<file path="src/rtl/core/tsp_pkg.sv">
package tsp_pkg;

   localparam int STEP_MAX = 4095;
   localparam int REV_MAX = 4096;
   localparam int Q_SHIFT = 19;

   localparam logic [1:0] LIGHT_LOW = 2'd0;
   localparam logic [1:0] LIGHT_UNBAL = 2'd1;
   localparam logic [1:0] LIGHT_BAL = 2'd2;

   localparam logic [2:0] REG_GAIN_PROP = 3'd0;
   localparam logic [2:0] REG_GAIN_INTEG = 3'd1;
   localparam logic [2:0] REG_GAIN_DERIV = 3'd2;
   localparam logic [2:0] REG_DEADBAND = 3'd3;
   localparam logic [2:0] REG_LOW_LIGHT = 3'd4;
   localparam logic [2:0] REG_BAL_LIMIT = 3'd5;
   localparam logic [2:0] REG_AZ_REV = 3'd6;
   localparam logic [2:0] REG_ALT_LIMIT = 3'd7;

   localparam logic [15:0] RST_GAIN_PROP = 16'd24904;
   localparam logic [15:0] RST_GAIN_INTEG = 16'd983;
   localparam logic [15:0] RST_GAIN_DERIV = 16'd5243;
   localparam logic [9:0] RST_DEADBAND = 10'd2;
   localparam logic [11:0] RST_LOW_LIGHT = 12'd1800;
   localparam logic [10:0] RST_BAL_LIMIT = 11'd100;
   localparam logic [12:0] RST_AZ_REV = 13'd200;
   localparam logic [11:0] RST_ALT_LIMIT = 12'd90;

   typedef enum logic [2:0] {
      ST_IDLE,
      ST_PREP,
      ST_DIV,
      ST_MUL,
      ST_SUM,
      ST_POS,
      ST_POSW,
      ST_FIN
   } state_type;

   typedef struct packed {
      logic [15:0] gain_prop;
      logic [15:0] gain_integ;
      logic [15:0] gain_deriv;
      logic [9:0] error_deadband;
      logic [11:0] low_light_level;
      logic [10:0] balance_limit;
      logic [12:0] az_steps_rev;
      logic [11:0] alt_limit;
   } cfg_type;

   typedef struct packed {
      logic load;
      logic axis;
      logic prep;
      logic div_take;
      logic mul;
      logic sum;
      logic pos_start;
      logic pos_take;
      logic fin;
   } cmd_type;

   typedef struct packed {
      logic dead;
      logic ms_zero;
      logic div_done;
      logic az_move;
      logic out_busy;
   } stat_type;

endpackage

</file>
<file path="src/rtl/core/tsp_chan_if.sv">
interface tsp_req_if #(parameter int SAMPLE_BITS = 10);
   logic valid;
   logic ready;
   logic [SAMPLE_BITS-1:0] sens_a;
   logic [SAMPLE_BITS-1:0] sens_b;
   logic [SAMPLE_BITS-1:0] sens_c;
   logic [SAMPLE_BITS-1:0] sens_d;
   logic [15:0] elapsed_ms;
   modport source (output valid, sens_a, sens_b, sens_c, sens_d, elapsed_ms, input ready);
   modport sink (input valid, sens_a, sens_b, sens_c, sens_d, elapsed_ms, output ready);
endinterface

interface tsp_rsp_if;
   logic valid;
   logic ready;
   logic [1:0] light_status;
   logic signed [12:0] az_step;
   logic signed [12:0] alt_step;
   logic [11:0] az_pos;
   logic [11:0] alt_pos;
   modport source (output valid, light_status, az_step, alt_step, az_pos, alt_pos,
                   input ready);
   modport sink (input valid, light_status, az_step, alt_step, az_pos, alt_pos,
                 output ready);
endinterface

</file>
<file path="src/rtl/core/tsp_div.sv">
module tsp_div #(
   parameter int DW = 27,
   parameter int VW = 16
) (
   input logic clock,
   input logic reset,
   input logic start,
   input logic [DW-1:0] dividend,
   input logic [VW-1:0] divisor,
   output logic done,
   output logic [DW-1:0] quo,
   output logic [VW-1:0] rem
);
   localparam int CW = $clog2(DW + 1);

   logic [DW-1:0] quo_ff, quo_in;
   logic [VW-1:0] rem_ff, rem_in, dvs_ff, dvs_in;
   logic [CW-1:0] cnt_ff, cnt_in;
   logic busy_ff, busy_in, done_ff, done_in;
   logic [VW:0] trial;

   always_comb begin
      quo_in = quo_ff;
      rem_in = rem_ff;
      dvs_in = dvs_ff;
      cnt_in = cnt_ff;
      busy_in = busy_ff;
      done_in = 1'b0;
      trial = {rem_ff, quo_ff[DW-1]};
      if (start) begin
         quo_in = dividend;
         rem_in = '0;
         dvs_in = divisor;
         cnt_in = CW'(DW);
         busy_in = 1'b1;
      end else if (busy_ff) begin
         // One quotient bit per cycle, restoring form.
         if (trial >= {1'b0, dvs_ff}) begin
            rem_in = VW'(trial - {1'b0, dvs_ff});
            quo_in = {quo_ff[DW-2:0], 1'b1};
         end else begin
            rem_in = trial[VW-1:0];
            quo_in = {quo_ff[DW-2:0], 1'b0};
         end
         cnt_in = cnt_ff - 1'b1;
         if (cnt_ff == CW'(1)) begin
            busy_in = 1'b0;
            done_in = 1'b1;
         end
      end
   end

   always_ff @(posedge clock) begin
      quo_ff <= quo_in;
      rem_ff <= rem_in;
      dvs_ff <= dvs_in;
      cnt_ff <= cnt_in;
      if (reset) begin
         busy_ff <= 1'b0;
         done_ff <= 1'b0;
      end else begin
         busy_ff <= busy_in;
         done_ff <= done_in;
      end
   end

   assign done = done_ff;
   assign quo = quo_ff;
   assign rem = rem_ff;
endmodule

</file>
<file path="src/rtl/core/tsp_ctrl.sv">
module tsp_ctrl (
   input logic clock,
   input logic reset,
   input logic req_valid,
   output logic req_ready,
   input tsp_pkg::stat_type stat,
   output tsp_pkg::cmd_type cmd
);
   import tsp_pkg::*;

   state_type state_ff, state_in;
   logic axis_ff, axis_in;

   always_comb begin
      state_in = state_ff;
      axis_in = axis_ff;
      unique case (state_ff)
         ST_IDLE: begin
            if (req_valid) begin
               state_in = ST_PREP;
               axis_in = 1'b0;
            end
         end
         ST_PREP: begin
            if (stat.dead) begin
               if (axis_ff) begin
                  state_in = ST_POS;
               end else begin
                  axis_in = 1'b1;
               end
            end else if (stat.ms_zero) begin
               state_in = ST_MUL;
            end else begin
               state_in = ST_DIV;
            end
         end
         ST_DIV: begin
            if (stat.div_done) state_in = ST_MUL;
         end
         ST_MUL: state_in = ST_SUM;
         ST_SUM: begin
            if (axis_ff) begin
               state_in = ST_POS;
            end else begin
               axis_in = 1'b1;
               state_in = ST_PREP;
            end
         end
         ST_POS: state_in = stat.az_move ? ST_POSW : ST_FIN;
         ST_POSW: begin
            if (stat.div_done) state_in = ST_FIN;
         end
         ST_FIN: begin
            if (!stat.out_busy) state_in = ST_IDLE;
         end
         default: state_in = ST_IDLE;
      endcase
   end

   always_comb begin
      cmd = '0;
      cmd.axis = axis_ff;
      req_ready = 1'b0;
      unique case (state_ff)
         ST_IDLE: begin
            req_ready = 1'b1;
            cmd.load = req_valid;
         end
         ST_PREP: cmd.prep = 1'b1;
         ST_DIV: cmd.div_take = stat.div_done;
         ST_MUL: cmd.mul = 1'b1;
         ST_SUM: cmd.sum = 1'b1;
         ST_POS: cmd.pos_start = stat.az_move;
         ST_POSW: cmd.pos_take = stat.div_done;
         ST_FIN: cmd.fin = !stat.out_busy;
         default: cmd = '0;
      endcase
   end

   always_ff @(posedge clock) begin
      axis_ff <= axis_in;
      if (reset) begin
         state_ff <= ST_IDLE;
      end else begin
         state_ff <= state_in;
      end
   end
endmodule

</file>
<file path="src/rtl/core/tsp_dp.sv">
module tsp_dp #(
   parameter int SAMPLE_BITS = 10,
   parameter int INTEG_BITS = 24
) (
   input logic clock,
   input logic reset,
   input tsp_pkg::cfg_type cfg,
   input tsp_pkg::cmd_type cmd,
   output tsp_pkg::stat_type stat,
   input logic [SAMPLE_BITS-1:0] in_a,
   input logic [SAMPLE_BITS-1:0] in_b,
   input logic [SAMPLE_BITS-1:0] in_c,
   input logic [SAMPLE_BITS-1:0] in_d,
   input logic [15:0] in_ms,
   output logic out_valid,
   input logic out_ready,
   output logic [1:0] out_status,
   output logic signed [12:0] out_az_step,
   output logic signed [12:0] out_alt_step,
   output logic [11:0] out_az_pos,
   output logic [11:0] out_alt_pos
);
   import tsp_pkg::*;

   localparam int SB = SAMPLE_BITS;
   localparam int IB = INTEG_BITS;
   localparam int EW = SB + 1;
   localparam int DFW = SB + 2;
   localparam int PW = 17 + DFW;
   localparam int DW = 17 + SB;
   localparam int SW = 19 + IB;
   localparam int CW = (EW > 10) ? EW : 10;
   localparam int LW = (SB + 2 > 12) ? SB + 2 : 12;
   localparam int BW = (SB + 1 > 11) ? SB + 1 : 11;

   logic [SB-1:0] a_ff, b_ff, c_ff, d_ff;
   logic [15:0] ms_ff;
   logic signed [IB-1:0] az_int_ff, az_int_in, alt_int_ff, alt_int_in;
   logic signed [EW-1:0] az_prev_ff, az_prev_in, alt_prev_ff, alt_prev_in;
   logic [11:0] az_pos_ff, az_pos_in, alt_pos_ff, alt_pos_in;
   logic signed [DW:0] deriv_ff, deriv_in;
   logic dneg_ff, dneg_in, xneg_ff, xneg_in;
   logic signed [17+EW-1:0] p1_ff, p1_in;
   logic signed [17+IB-1:0] p2_ff, p2_in;
   logic signed [12:0] az_st_ff, az_st_in, alt_st_ff, alt_st_in;
   logic vld_ff, vld_in;
   logic [1:0] o_stat_ff, o_stat_in;
   logic signed [12:0] o_az_ff, o_az_in, o_alt_ff, o_alt_in;
   logic [11:0] o_azp_ff, o_azp_in, o_altp_ff, o_altp_in;

   logic [SB:0] s_ad, s_bc, s_cd, s_ab;
   logic [SB+1:0] s_all;
   logic signed [SB+1:0] side;
   logic [SB:0] side_mag;
   logic signed [EW-1:0] az_err, alt_err, err, prev;
   logic [EW-1:0] err_mag;
   logic signed [IB-1:0] integ;
   logic signed [IB:0] int_sum;
   logic signed [DFW-1:0] diff;
   logic signed [PW-1:0] prod;
   logic [PW-1:0] prod_mag;
   logic signed [SW-1:0] sum, sum_adj;
   logic signed [SW-Q_SHIFT-1:0] qv;
   logic signed [12:0] step;
   logic signed [13:0] az_x, alt_x, alt_np;
   logic [13:0] az_x_mag;
   logic [12:0] rev_eff, rem13;
   logic [12:0] az_np;
   logic [1:0] light;
   logic start;
   logic [DW-1:0] div_n, div_q;
   logic [15:0] div_v, div_r;
   logic div_done;

   tsp_div #(.DW(DW), .VW(16)) u_div (
      .clock(clock), .reset(reset), .start(start), .dividend(div_n),
      .divisor(div_v), .done(div_done), .quo(div_q), .rem(div_r)
   );

   always_comb begin
      s_ad = {1'b0, a_ff} + {1'b0, d_ff};
      s_bc = {1'b0, b_ff} + {1'b0, c_ff};
      s_cd = {1'b0, c_ff} + {1'b0, d_ff};
      s_ab = {1'b0, a_ff} + {1'b0, b_ff};
      s_all = {1'b0, s_ad} + {1'b0, s_bc};
      side = $signed({1'b0, s_ad}) - $signed({1'b0, s_bc});
      side_mag = side[SB+1] ? (SB+1)'(0) - side[SB:0] : side[SB:0];
      if (LW'(s_all) < LW'(cfg.low_light_level)) light = LIGHT_LOW;
      else if (BW'(side_mag) > BW'(cfg.balance_limit)) light = LIGHT_UNBAL;
      else light = LIGHT_BAL;

      // Pair averages are floored before the difference is taken.
      az_err = $signed({1'b0, s_bc[SB:1]}) - $signed({1'b0, s_ad[SB:1]});
      alt_err = $signed({1'b0, s_cd[SB:1]}) - $signed({1'b0, s_ab[SB:1]});
      err = cmd.axis ? alt_err : az_err;
      prev = cmd.axis ? alt_prev_ff : az_prev_ff;
      integ = cmd.axis ? alt_int_ff : az_int_ff;
      err_mag = err[EW-1] ? EW'(0) - EW'(err) : EW'(err);
      diff = DFW'(err) - DFW'(prev);
      prod = $signed({1'b0, cfg.gain_deriv}) * diff;
      prod_mag = prod[PW-1] ? PW'(0) - PW'(prod) : PW'(prod);

      int_sum = (IB+1)'(integ) + (IB+1)'(err);
      if (int_sum > (IB+1)'((64'sd1 <<< (IB-1)) - 1)) begin
         int_sum = (IB+1)'((64'sd1 <<< (IB-1)) - 1);
      end
      if (int_sum < -(IB+1)'(64'sd1 <<< (IB-1))) begin
         int_sum = -(IB+1)'(64'sd1 <<< (IB-1));
      end

      sum = SW'(p1_ff) + SW'(p2_ff) + SW'(deriv_ff);
      sum_adj = sum[SW-1] ? sum + SW'((1 << Q_SHIFT) - 1) : sum;
      qv = sum_adj[SW-1:Q_SHIFT];
      if (qv > (SW-Q_SHIFT)'(STEP_MAX)) step = 13'(STEP_MAX);
      else if (qv < -(SW-Q_SHIFT)'(STEP_MAX)) step = -13'(STEP_MAX);
      else step = 13'(qv);

      if (cfg.az_steps_rev == 13'd0) rev_eff = 13'd1;
      else if (cfg.az_steps_rev > 13'(REV_MAX)) rev_eff = 13'(REV_MAX);
      else rev_eff = cfg.az_steps_rev;
      az_x = $signed({2'b00, az_pos_ff}) + 14'(az_st_ff);
      az_x_mag = az_x[13] ? 14'd0 - az_x : az_x;
      rem13 = div_r[12:0];
      az_np = (xneg_ff && rem13 != 13'd0) ? rev_eff - rem13 : rem13;

      alt_x = $signed({2'b00, alt_pos_ff}) + 14'(alt_st_ff);
      alt_np = alt_x;
      if (alt_np > $signed({2'b00, cfg.alt_limit})) alt_np = $signed({2'b00, cfg.alt_limit});
      if (alt_np < 14'sd0) alt_np = 14'sd0;

      start = 1'b0;
      div_n = DW'(prod_mag);
      div_v = ms_ff;
      if (cmd.prep && err_mag > EW'(0) && CW'(err_mag) > CW'(cfg.error_deadband)
          && ms_ff != 16'd0) begin
         start = 1'b1;
      end
      if (cmd.pos_start) begin
         start = 1'b1;
         div_n = DW'(az_x_mag);
         div_v = {3'b000, rev_eff};
      end
   end

   always_comb begin
      az_int_in = az_int_ff;
      alt_int_in = alt_int_ff;
      az_prev_in = az_prev_ff;
      alt_prev_in = alt_prev_ff;
      az_pos_in = az_pos_ff;
      alt_pos_in = alt_pos_ff;
      deriv_in = deriv_ff;
      dneg_in = dneg_ff;
      xneg_in = xneg_ff;
      p1_in = p1_ff;
      p2_in = p2_ff;
      az_st_in = az_st_ff;
      alt_st_in = alt_st_ff;
      vld_in = vld_ff && !out_ready;
      o_stat_in = o_stat_ff;
      o_az_in = o_az_ff;
      o_alt_in = o_alt_ff;
      o_azp_in = o_azp_ff;
      o_altp_in = o_altp_ff;
      if (cmd.prep) begin
         if (cmd.axis) alt_prev_in = err;
         else az_prev_in = err;
         deriv_in = '0;
         dneg_in = prod[PW-1];
         if (stat.dead) begin
            if (cmd.axis) alt_st_in = '0;
            else az_st_in = '0;
         end else if (cmd.axis) begin
            alt_int_in = IB'(int_sum);
         end else begin
            az_int_in = IB'(int_sum);
         end
      end
      if (cmd.div_take) begin
         deriv_in = dneg_ff ? (DW+1)'(0) - $signed({1'b0, div_q})
                            : $signed({1'b0, div_q});
      end
      if (cmd.mul) begin
         p1_in = $signed({1'b0, cfg.gain_prop}) * err;
         p2_in = $signed({1'b0, cfg.gain_integ}) * integ;
      end
      if (cmd.sum) begin
         if (cmd.axis) alt_st_in = step;
         else az_st_in = step;
      end
      if (cmd.pos_start) xneg_in = az_x[13];
      if (cmd.pos_take) az_pos_in = az_np[11:0];
      if (cmd.fin) begin
         vld_in = 1'b1;
         o_stat_in = light;
         o_az_in = az_st_ff;
         o_azp_in = az_pos_ff;
         if (alt_st_ff != 13'sd0) begin
            alt_pos_in = alt_np[11:0];
            o_alt_in = 13'(alt_np - $signed({2'b00, alt_pos_ff}));
            o_altp_in = alt_np[11:0];
         end else begin
            o_alt_in = '0;
            o_altp_in = alt_pos_ff;
         end
      end
   end

   always_comb begin
      stat.dead = !(CW'(err_mag) > CW'(cfg.error_deadband));
      stat.ms_zero = (ms_ff == 16'd0);
      stat.div_done = div_done;
      stat.az_move = (az_st_ff != 13'sd0);
      stat.out_busy = vld_ff && !out_ready;
   end

   always_ff @(posedge clock) begin
      if (cmd.load) begin
         a_ff <= in_a;
         b_ff <= in_b;
         c_ff <= in_c;
         d_ff <= in_d;
         ms_ff <= in_ms;
      end
      deriv_ff <= deriv_in;
      dneg_ff <= dneg_in;
      xneg_ff <= xneg_in;
      p1_ff <= p1_in;
      p2_ff <= p2_in;
      az_st_ff <= az_st_in;
      alt_st_ff <= alt_st_in;
      o_stat_ff <= o_stat_in;
      o_az_ff <= o_az_in;
      o_alt_ff <= o_alt_in;
      o_azp_ff <= o_azp_in;
      o_altp_ff <= o_altp_in;
      if (reset) begin
         az_int_ff <= '0;
         alt_int_ff <= '0;
         az_prev_ff <= '0;
         alt_prev_ff <= '0;
         az_pos_ff <= '0;
         alt_pos_ff <= '0;
         vld_ff <= 1'b0;
      end else begin
         az_int_ff <= az_int_in;
         alt_int_ff <= alt_int_in;
         az_prev_ff <= az_prev_in;
         alt_prev_ff <= alt_prev_in;
         az_pos_ff <= az_pos_in;
         alt_pos_ff <= alt_pos_in;
         vld_ff <= vld_in;
      end
   end

   assign out_valid = vld_ff;
   assign out_status = o_stat_ff;
   assign out_az_step = o_az_ff;
   assign out_alt_step = o_alt_ff;
   assign out_az_pos = o_azp_ff;
   assign out_alt_pos = o_altp_ff;
endmodule

</file>
<file path="src/rtl/core/quad_sensor_two_axis_pid_tracker.sv">
// Channel    Port      Direction  Contents
// request    req_ch    in         sens_a..sens_d, elapsed_ms
// response   rsp_ch    out        light_status, az_step, alt_step, az_pos, alt_pos
// registers  csr_*     in/out     APB-style, eight registers at 4*i
//
// An item in which both axes sit in the deadband skips the divide, multiply and sum
// states. Each axis outside the deadband goes through the multiply and sum states, and
// through the shared restoring divider when elapsed_ms is not zero; an azimuth move
// uses the divider once more for the wrap.
// Reset is synchronous; it restores the register defaults and clears PID state.
// A result waits in the output register while the next item is accepted and worked.
module quad_sensor_two_axis_pid_tracker #(
   parameter int SAMPLE_BITS = 10,
   parameter int INTEG_BITS = 24
) (
   input logic clock,
   input logic reset,
   tsp_req_if.sink req_ch,
   tsp_rsp_if.source rsp_ch,
   input logic csr_psel,
   input logic csr_penable,
   input logic csr_pwrite,
   input logic [4:0] csr_paddr,
   input logic [31:0] csr_pwdata,
   output logic [31:0] csr_prdata,
   output logic csr_pready
);
   import tsp_pkg::*;

   cfg_type cfg_ff, cfg_in;
   cmd_type cmd;
   stat_type stat;
   logic [2:0] idx;

   assign idx = csr_paddr[4:2];
   assign csr_pready = 1'b1;

   always_comb begin
      cfg_in = cfg_ff;
      if (csr_psel && csr_penable && csr_pwrite) begin
         unique case (idx)
            REG_GAIN_PROP: cfg_in.gain_prop = csr_pwdata[15:0];
            REG_GAIN_INTEG: cfg_in.gain_integ = csr_pwdata[15:0];
            REG_GAIN_DERIV: cfg_in.gain_deriv = csr_pwdata[15:0];
            REG_DEADBAND: cfg_in.error_deadband = csr_pwdata[9:0];
            REG_LOW_LIGHT: cfg_in.low_light_level = csr_pwdata[11:0];
            REG_BAL_LIMIT: cfg_in.balance_limit = csr_pwdata[10:0];
            REG_AZ_REV: cfg_in.az_steps_rev = csr_pwdata[12:0];
            REG_ALT_LIMIT: cfg_in.alt_limit = csr_pwdata[11:0];
            default: cfg_in = cfg_ff;
         endcase
      end
   end

   always_comb begin
      unique case (idx)
         REG_GAIN_PROP: csr_prdata = {16'd0, cfg_ff.gain_prop};
         REG_GAIN_INTEG: csr_prdata = {16'd0, cfg_ff.gain_integ};
         REG_GAIN_DERIV: csr_prdata = {16'd0, cfg_ff.gain_deriv};
         REG_DEADBAND: csr_prdata = {22'd0, cfg_ff.error_deadband};
         REG_LOW_LIGHT: csr_prdata = {20'd0, cfg_ff.low_light_level};
         REG_BAL_LIMIT: csr_prdata = {21'd0, cfg_ff.balance_limit};
         REG_AZ_REV: csr_prdata = {19'd0, cfg_ff.az_steps_rev};
         REG_ALT_LIMIT: csr_prdata = {20'd0, cfg_ff.alt_limit};
         default: csr_prdata = '0;
      endcase
   end

   always_ff @(posedge clock) begin
      if (reset) begin
         cfg_ff.gain_prop <= RST_GAIN_PROP;
         cfg_ff.gain_integ <= RST_GAIN_INTEG;
         cfg_ff.gain_deriv <= RST_GAIN_DERIV;
         cfg_ff.error_deadband <= RST_DEADBAND;
         cfg_ff.low_light_level <= RST_LOW_LIGHT;
         cfg_ff.balance_limit <= RST_BAL_LIMIT;
         cfg_ff.az_steps_rev <= RST_AZ_REV;
         cfg_ff.alt_limit <= RST_ALT_LIMIT;
      end else begin
         cfg_ff <= cfg_in;
      end
   end

   tsp_ctrl u_ctrl (
      .clock(clock), .reset(reset), .req_valid(req_ch.valid), .req_ready(req_ch.ready),
      .stat(stat), .cmd(cmd)
   );

   tsp_dp #(.SAMPLE_BITS(SAMPLE_BITS), .INTEG_BITS(INTEG_BITS)) u_dp (
      .clock(clock), .reset(reset), .cfg(cfg_ff), .cmd(cmd), .stat(stat),
      .in_a(req_ch.sens_a), .in_b(req_ch.sens_b), .in_c(req_ch.sens_c),
      .in_d(req_ch.sens_d), .in_ms(req_ch.elapsed_ms),
      .out_valid(rsp_ch.valid), .out_ready(rsp_ch.ready),
      .out_status(rsp_ch.light_status), .out_az_step(rsp_ch.az_step),
      .out_alt_step(rsp_ch.alt_step), .out_az_pos(rsp_ch.az_pos),
      .out_alt_pos(rsp_ch.alt_pos)
   );
endmodule
</file>
<file path="src/flat_wrapper.sv">
// flat-port wrapper written by rule: the top's interface ports become plain ports
module quad_sensor_two_axis_pid_tracker_flat import tsp_pkg::*;
#(
   parameter int SAMPLE_BITS = 10,
   parameter int INTEG_BITS = 24
)
  (clock, reset, csr_psel, csr_penable, csr_pwrite, csr_paddr, csr_pwdata, csr_prdata, csr_pready, req_ch_valid, req_ch_sens_a, req_ch_sens_b, req_ch_sens_c, req_ch_sens_d, req_ch_elapsed_ms, req_ch_ready, rsp_ch_valid, rsp_ch_light_status, rsp_ch_az_step, rsp_ch_alt_step, rsp_ch_az_pos, rsp_ch_alt_pos, rsp_ch_ready);
  tsp_req_if #(.SAMPLE_BITS(SAMPLE_BITS)) req_ch_i ();
  tsp_rsp_if rsp_ch_i ();
  input logic clock;
  input logic reset;
  input logic csr_psel;
  input logic csr_penable;
  input logic csr_pwrite;
  input logic [4:0] csr_paddr;
  input logic [31:0] csr_pwdata;
  output logic [31:0] csr_prdata;
  output logic csr_pready;
  input wire logic [$bits(req_ch_i.valid)-1:0] req_ch_valid;
  input wire logic [$bits(req_ch_i.sens_a)-1:0] req_ch_sens_a;
  input wire logic [$bits(req_ch_i.sens_b)-1:0] req_ch_sens_b;
  input wire logic [$bits(req_ch_i.sens_c)-1:0] req_ch_sens_c;
  input wire logic [$bits(req_ch_i.sens_d)-1:0] req_ch_sens_d;
  input wire logic [$bits(req_ch_i.elapsed_ms)-1:0] req_ch_elapsed_ms;
  output wire logic [$bits(req_ch_i.ready)-1:0] req_ch_ready;
  output wire logic [$bits(rsp_ch_i.valid)-1:0] rsp_ch_valid;
  output wire logic [$bits(rsp_ch_i.light_status)-1:0] rsp_ch_light_status;
  output wire logic [$bits(rsp_ch_i.az_step)-1:0] rsp_ch_az_step;
  output wire logic [$bits(rsp_ch_i.alt_step)-1:0] rsp_ch_alt_step;
  output wire logic [$bits(rsp_ch_i.az_pos)-1:0] rsp_ch_az_pos;
  output wire logic [$bits(rsp_ch_i.alt_pos)-1:0] rsp_ch_alt_pos;
  input wire logic [$bits(rsp_ch_i.ready)-1:0] rsp_ch_ready;
  assign req_ch_i.valid = req_ch_valid;
  assign req_ch_i.sens_a = req_ch_sens_a;
  assign req_ch_i.sens_b = req_ch_sens_b;
  assign req_ch_i.sens_c = req_ch_sens_c;
  assign req_ch_i.sens_d = req_ch_sens_d;
  assign req_ch_i.elapsed_ms = req_ch_elapsed_ms;
  assign req_ch_ready = req_ch_i.ready;
  assign rsp_ch_valid = rsp_ch_i.valid;
  assign rsp_ch_light_status = rsp_ch_i.light_status;
  assign rsp_ch_az_step = rsp_ch_i.az_step;
  assign rsp_ch_alt_step = rsp_ch_i.alt_step;
  assign rsp_ch_az_pos = rsp_ch_i.az_pos;
  assign rsp_ch_alt_pos = rsp_ch_i.alt_pos;
  assign rsp_ch_i.ready = rsp_ch_ready;
  quad_sensor_two_axis_pid_tracker #(.SAMPLE_BITS(SAMPLE_BITS), .INTEG_BITS(INTEG_BITS)) u_core (.clock(clock), .reset(reset), .req_ch(req_ch_i), .rsp_ch(rsp_ch_i), .csr_psel(csr_psel), .csr_penable(csr_penable), .csr_pwrite(csr_pwrite), .csr_paddr(csr_paddr), .csr_pwdata(csr_pwdata), .csr_prdata(csr_prdata), .csr_pready(csr_pready));
endmodule
</file>
<file path="config.mk">
export PLATFORM = sky130hd
export DESIGN_NAME = quad_sensor_two_axis_pid_tracker_flat
export DESIGN_NICKNAME = d
export VERILOG_FILES = /design/src/rtl/core/tsp_pkg.sv /design/src/rtl/core/tsp_chan_if.sv /design/src/rtl/core/tsp_div.sv /design/src/rtl/core/tsp_ctrl.sv /design/src/rtl/core/tsp_dp.sv /design/src/rtl/core/quad_sensor_two_axis_pid_tracker.sv /design/src/flat_wrapper.sv
export SDC_FILE = /design/constraint.sdc
export NUM_CORES = 2
export LEC_CHECK = 0
export ABC_AREA = 1
export BUFFER_PORTS_ARGS = -buffer_cell sky130_fd_sc_hd__buf_2
export CAP_MARGIN = 10
export CORE_ASPECT_RATIO = 0.75
export CORE_UTILIZATION = 55
export DETAILED_ROUTE_END_ITERATION = 7
export GPL_TIMING_DRIVEN = 0
export PLACE_DENSITY = 0.72
export SLEW_MARGIN = 0
export SYNTH_ARGS = -nofsm -noshare
export SYNTH_HDL_FRONTEND = slang
export SYNTH_HIERARCHICAL = 1
export SYNTH_SLANG_ARGS = --single-unit
</file>
<file path="constraint.sdc">
create_clock -name clock -period 13.85 [get_ports clock]
set_clock_uncertainty 0.1 [all_clocks]
set_input_delay 2.0775 -clock clock [delete_from_list [all_inputs] [get_ports clock]]
set_output_delay 2.0775 -clock clock [all_outputs]
set_load 0.005 [all_outputs]
</file>
Word level (Yosys, flattened, before mapping) --
Index checks and enable logic that the tools add are counted.
Operators by class: $add $sub $neg 24, multiply operators 3, order comparisons 12, equality and inequality tests 21, multiplexer cells 68, bitwise operators 2, reduce and logical (&&, ||, !) cells 35
Operators by type and width (number):
- $pmux 32 s8 | 1
- $mux 13 | 16
- $mux 27 | 4
- $mux 28 | 3
- $mux 24 | 2
- $add 10x10->11 | 4
- $mux 11 | 4
- $add 42x28->43 | 1
- $add 43x20->43 const B | 1
- $mux 43 | 1
- $add 28x41->42 | 1
- $mul 17x24->41 | 1
- $reduce_bool 13->1 | 3
- $mul 17x12->29 | 1
- $add 13x13->14 | 2
- $mul 17x11->28 | 1
- $mux 14 | 2
- $sub 1x27->28 const A | 1
- $sub 1x27->27 const A | 1
- $add 24x11->25 | 1
- $gt 25x24->1 const B | 1
- $lt 25x24->1 const B | 1
- $mux 25 | 1
- $eq 3x3->1 const B | 8
- 44 further kinds | 103
Word-level totals: register bits 504, input bits 100, output and inout port bits 87, word-level logic and storage cells 206

Longest topological paths before layout --
depth in word-level cells 12, depth in mapped cells 63, depth with buffers taken out 62

Cells and area by module --
The synthesis kept the hierarchy.
Modules (own cells, without submodules):
- tsp_dp | instances 1, cells each 6801, area an instance 52434.0 µm², seq. area each 8638.3 µm²
- quad_sensor_two_axis_pid_tracker | instances 1, cells each 725, area an instance 5037.3 µm², seq. area each 2122.0 µm²
- tsp_div | instances 1, cells each 492, area an instance 3880.0 µm², seq. area each 1751.7 µm²
- tsp_ctrl | instances 1, cells each 66, area an instance 415.4 µm², seq. area each 90.1 µm²

Least setup slack after synthesis --
Ideal clock, no wire load.
path kind register to register, start register u_core.u_dp.a_ff[0], end register u_core.u_dp.u_div.quo_ff[8] (netlist: u_core/u_dp/u_div/quo[8]), data pin, setup time 0.253 ns, arrival 9.735 ns, data required time 13.497 ns, slack 3.763 ns, stages on the path, launching flop included 52, buffers on the path 4, period minus slack after synthesis 10.087 ns, cell sequence edfxtp_1 ha_1 fa_1 ha_1 fa_1 xnor2_1 nand2_1 nand2_1 clkinv_1 clkbuf_1 ha_1 nand3_1 and2_1 or2_1 nand2_1 a21oi_1 or2_1 nand2_1 [... 16 more ...] a21oi_1 o21ai_0 a21oi_1 o21ai_1 a21oi_1 o21ai_1 a21oi_1 inv_1 nand2_1 nand2_1 inv_1 buf_2 buf_4 nand3_1 nand3_1 o31ai_1 nand2_1 nand2_1
On the way: elaborated cells between the ends (all ways) 20, those cells by class add/sub: 7; mul: 1; order compare: 2; mux: 7; reduce/logical: 3
RTL lines:
- from (decl) | line tsp_dp.sv:36 | logic [SB-1:0] a_ff, b_ff, c_ff, d_ff;
- from (signal assigned) | line tsp_dp.sv:219 | a_ff <= in_a;
- $add 10x10->11, on equally long branches | line tsp_dp.sv:81, tsp_dp.sv:84
- $sub 10x10->11, on equally long branches | line tsp_dp.sv:93, tsp_dp.sv:94
- $mux 11 * | line tsp_dp.sv:95 | err = cmd.axis ? alt_err : az_err;
- net u_core.u_dp.err[2] | line tsp_dp.sv:55 | logic signed [EW-1:0] az_err, alt_err, err, prev;
- $sub 11x11->12 * | line tsp_dp.sv:99 | diff = DFW'(err) - DFW'(prev);
- $mul 17x12->29 * | line tsp_dp.sv:100 | prod = $signed({1'b0, cfg.gain_deriv}) * diff;
- net u_core.u_dp.prod[28] | line tsp_dp.sv:60 | logic signed [PW-1:0] prod;
- $mux 27 * | line tsp_dp.sv:101 | prod_mag = prod[PW-1] ? PW'(0) - PW'(prod) : PW'(prod);
- $mux 27 * | line tsp_dp.sv:138 | if (cmd.pos_start) begin
- net u_core.u_dp.div_n[8] | line tsp_dp.sv:71 | logic [DW-1:0] div_n, div_q;
- $mux 27 * | line tsp_div.sv:30 | if (start) begin
- net u_core.u_dp.u_div.quo_in[8] | line tsp_div.sv:16 | logic [DW-1:0] quo_ff, quo_in;
- to (signal assigned) | line tsp_div.sv:54 | quo_ff <= quo_in;
- to (decl) | line tsp_div.sv:16
Mark *: on every way through the listed nets, which the timed path passes. The rest lies on a longest branch. A chain may end at the register's enable or synchronous reset.

Worst setup path after layout --
Ends and elaborated chain as after synthesis.

==> results by stage <==
Outcome:
- The run finished with clean final reports.

Timing:
- Headroom to the max-slew limit came out at 0.131.
- The minimum clock period is 12.99 ns.
- The transition time of the tightest slew-check pin is 1.30 ns.
- Setup repair after global routing left no endpoint under its margin.
- The number of hold violations in the final report is 0.
- Of the available clock period, the critical path in the final layout requires 0.938.
- Setup total negative slack on the finished layout was measured at 0 ns.
- The maximum clock rate is 0.0770 GHz.
- The number of pins exceeding their max-slew limit in the final report came to 0.
- The total setup violations reported at the end of the flow is 0.

Synth:
- The fraction of post-synthesis cell area in the top cell type by area is 0.227.
- The average instance area after synthesis is 7.64 um2.
- Counting every instance in the synthesized netlist gives 8084.
- Ranked by total cell area, the synthesized netlist is headed by sky130_fd_sc_hd__fa_1, sky130_fd_sc_hd__edfxtp_1, sky130_fd_sc_hd__ha_1, sky130_fd_sc_hd__nand2_1, sky130_fd_sc_hd__inv_1.
- The most common flop cell mapped by yosys is sky130_fd_sc_hd__dfxtp_1.
- Among all cell types in the netlist, the one instantiated most often is sky130_fd_sc_hd__nand2_1.
- For this run, asynchronously set or reset flops after synthesis account for 0.
- In the synthesized netlist, the cells that appear most often are sky130_fd_sc_hd__nand2_1, sky130_fd_sc_hd__inv_1, sky130_fd_sc_hd__nor2_1.
- The biggest area contributor in the post-synthesis netlist is sky130_fd_sc_hd__fa_1.
- The share of the Yosys chip area taken by registers is 0.204.
- The cell area after technology mapping is just over 0.06 mm2.
- For this run, the number of Yosys warnings is 6.
- The post-synthesis register bit count is 504.
- The distinct cell type count after synthesis is 69.
- The number of enable flip-flop cells after synthesis is 251.

Detailed routing:
- After detailed routing, the number of remaining DRC violations is 0.
- The count of nets left with antenna violations after detail routing is 0.
- Detailed routing inserted a total of approximately 54000 vias.
- The wire length per cell after detailed routing is approximately 20 um.
- The first detailed-routing pass ran for 6 iterations.
- Dividing the detail-routed via count by the number of cells gives about 5.5.
- The total wire length is 192000 um.
- The detailed router finished its first iteration with 5493 violations.

Clocking:
- Hold repair after CTS inserted 0 buffers.
- The post-CTS clock slew at the launch and capture registers of the worst setup and hold paths is 0.07 ns.
- TritonCTS built the clock tree.
- The clock root buffer is sky130_fd_sc_hd__clkbuf_16.
- For the worst-skew pair, the clock arrives at the later sink with an insertion delay of 0.65 ns.
- The quantity of gates resized following cts is 0.
- CTS saw 504 sinks.
- The clock passes through at most 3 buffers.
- Once the clock tree was built, the setup fixing pass inserted 0 buffers.
- The number of clock buffers added by TritonCTS is 53.
- CTS built an H-tree with a depth of 2.

Critical path:
- The data arrival time of the critical path is 13.27 ns.
- The cell with the most instances on the worst path is sky130_fd_sc_hd__nand2_1.
- The highest-delay cell along the critical path is sky130_fd_sc_hd__clkbuf_1.
- Across all register-to-register paths, the minimum setup slack is 0.86 ns.
- The critical path capture point type is a register.
- The worst setup path is launched from a register.
- The delay of the slowest cell on the worst path is 0.61 ns.
- The worst setup path is of the register to register kind.
- Data on the critical path is required at its endpoint by 14.13 ns.
- The maximum net fanout on the critical path is 11.

Floorplanning:
- In this run the horizontal extent of the chip is 389 um.
- The number of primary I/O pins is 187.
- The effective utilization at floorplan is 0.554.
- The initialized floorplan defines 106 standard-cell rows.
- The height of the die is 292 um.
- The die footprint is 0.114 mm2.
- The region available for standard cell placement spans 0.111 mm2.

Place:
- The sum of net half-perimeters after detailed placement is 161000 um.
- Port buffering added 141 buffers.
- Routability-driven placement finished with a final weighted congestion of 0.995.

Global routing:
- The total global routing overflow is 0.
- In the global route stage, overall resource usage came out at 0.339.
- The number of antenna violations at the first check in global routing is 11.
- The first global-routing pass estimated 298000 um of wire.
- Entering global routing, the biggest net connects 47 pins.
- The number of global-route vias before repair is 52700.

Layout:
- The area growth from synthesis to layout is 7.57%.
- The share of post-route cells with drive strength above 1 is 0.0652.
- The final net count is approximately 9700.

Flow run:
- The tool flagged a number of max-cap violations equal to 0.

Hold path:
- The type of the most critical hold path is register to register.
-- logic make-up after synthesis --
group / synth area share
buffers and inverters: 0.118
other: 0.000122
flip-flops: 0.204
XOR/XNOR: 0.0308
AND/OR/NAND/NOR: 0.226
adder cells (fa/ha/maj): 0.336
multiplexers: 0.000162
AO/OA/AOI/OAI: 0.0850
-- final cells by class --
type,instances,area [um2]
Antenna cell,2,5.00
Clock buffer,70,1510
Timing Repair Buffer,160,942
Multi-Input combinational cell,5727,42000
Fill cell,10300,45000
Buffer,256,1220
Clock inverter,29,323
Tap cell,1458,1820
Inverter,1612,6050
Sequential cell,504,12600
-- final timing paths --
check	start	to	depth (start not counted)
max	u_core/u_dp/a_ff[0]	u_core/u_dp/u_div/quo[8]	54
min reg2reg	u_core/u_dp/u_div/cnt_ff[4]	u_core/u_dp/u_div/cnt_ff[4]	2
max reg2reg	u_core/u_dp/a_ff[0]	u_core/u_dp/u_div/quo[8]	54
min	u_core/u_dp/u_div/cnt_ff[4]	u_core/u_dp/u_div/cnt_ff[4]	2
-- metal layers --
| layer | up-vias | track usage | share of wire |
|---|---|---|---|
| li1 | 25600 | - | - |
| met1 | 25600 | 0.496 | 0.45 |
| met2 | 2519 | 0.490 | 0.41 |
| met3 | 316 | 0.0999 | 0.12 |
| met4 | 12 | 0.0834 | 0.027 |
| met5 | - | 0 | 0.00040 |
-- stage by stage --
step / std cells / area, um2 / setup slack, ns / utilization / hold slack [ns]
after floorplan: 8099 / 61800 / 3.76 / - / 0.328
after global placement: 9698 / 64400 / 0.838 / 0.578 / 0.342
after detailed placement: 9713 / 64500 / 1.25 / 0.579 / 0.351
after CTS: 9812 / 66400 / 1.18 / 0.596 / 0.368
after global routing: 9816 / 66400 / 0.169 / 0.596 / 0.383
final: 9818 / 66400 / 0.856 / 0.596 / 0.363
-- critical path: cells and delay by family (launching register included) --
family	cells	cell delay [ns]
flip-flops	1	0.40
AO/OA/AOI/OAI	13	2.26
XOR/XNOR	1	0.40
adder cells (fa/ha/maj)	10	4.26
buffers and inverters	11	2.39
AND/OR/NAND/NOR	19	2.87
-- registers in the layout (all words and copies together) (netlist names), 11 cells and up --
name                      cells
u_core/u_dp/out_az_step      13
u_core/u_dp/alt_int_ff       24
u_core/u_dp/az_st_ff         13
u_core/u_dp/az_prev_ff       11
u_core/u_dp/az_pos_ff        12
u_core/cfg_ff               106
u_core/u_dp/u_div/rem        16
u_core/u_dp/u_div/quo        27
u_core/u_dp/ms_ff            16
u_core/u_dp/out_alt_step     13
u_core/u_dp/p2_ff            41
u_core/u_dp/az_int_ff        24
u_core/u_dp/out_az_pos       12
u_core/u_dp/p1_ff            28
u_core/u_dp/alt_st_ff        13
u_core/u_dp/alt_prev_ff      11
u_core/u_dp/deriv_ff         28
u_core/u_dp/alt_pos_ff       12
u_core/u_dp/out_alt_pos      12
u_core/u_dp/u_div/dvs_ff     16
-- layout by cell type (no fill, tap or decap), types with 37 or more instances in the layout --
cell / count
sky130_fd_sc_hd__nand2_1: 1746
sky130_fd_sc_hd__inv_1: 1556
sky130_fd_sc_hd__nor2_1: 836
sky130_fd_sc_hd__fa_1: 701
sky130_fd_sc_hd__ha_1: 536
sky130_fd_sc_hd__a21oi_1: 419
sky130_fd_sc_hd__o21ai_0: 356
sky130_fd_sc_hd__nand3_1: 287
sky130_fd_sc_hd__dfxtp_1: 253
sky130_fd_sc_hd__edfxtp_1: 251
sky130_fd_sc_hd__buf_2: 174
sky130_fd_sc_hd__clkbuf_1: 171
sky130_fd_sc_hd__xor2_1: 142
sky130_fd_sc_hd__nand4_1: 96
sky130_fd_sc_hd__xnor2_1: 75
sky130_fd_sc_hd__nor3_1: 73
sky130_fd_sc_hd__clkbuf_16: 58
sky130_fd_sc_hd__or2_2: 57
sky130_fd_sc_hd__nand2_2: 47
sky130_fd_sc_hd__inv_2: 39
sky130_fd_sc_hd__buf_4: 39
sky130_fd_sc_hd__o21bai_1: 37
Power is left out: the tool's default activity adds up to more than one toggle a clock period on the data nets, which glitch-free logic cannot reach.
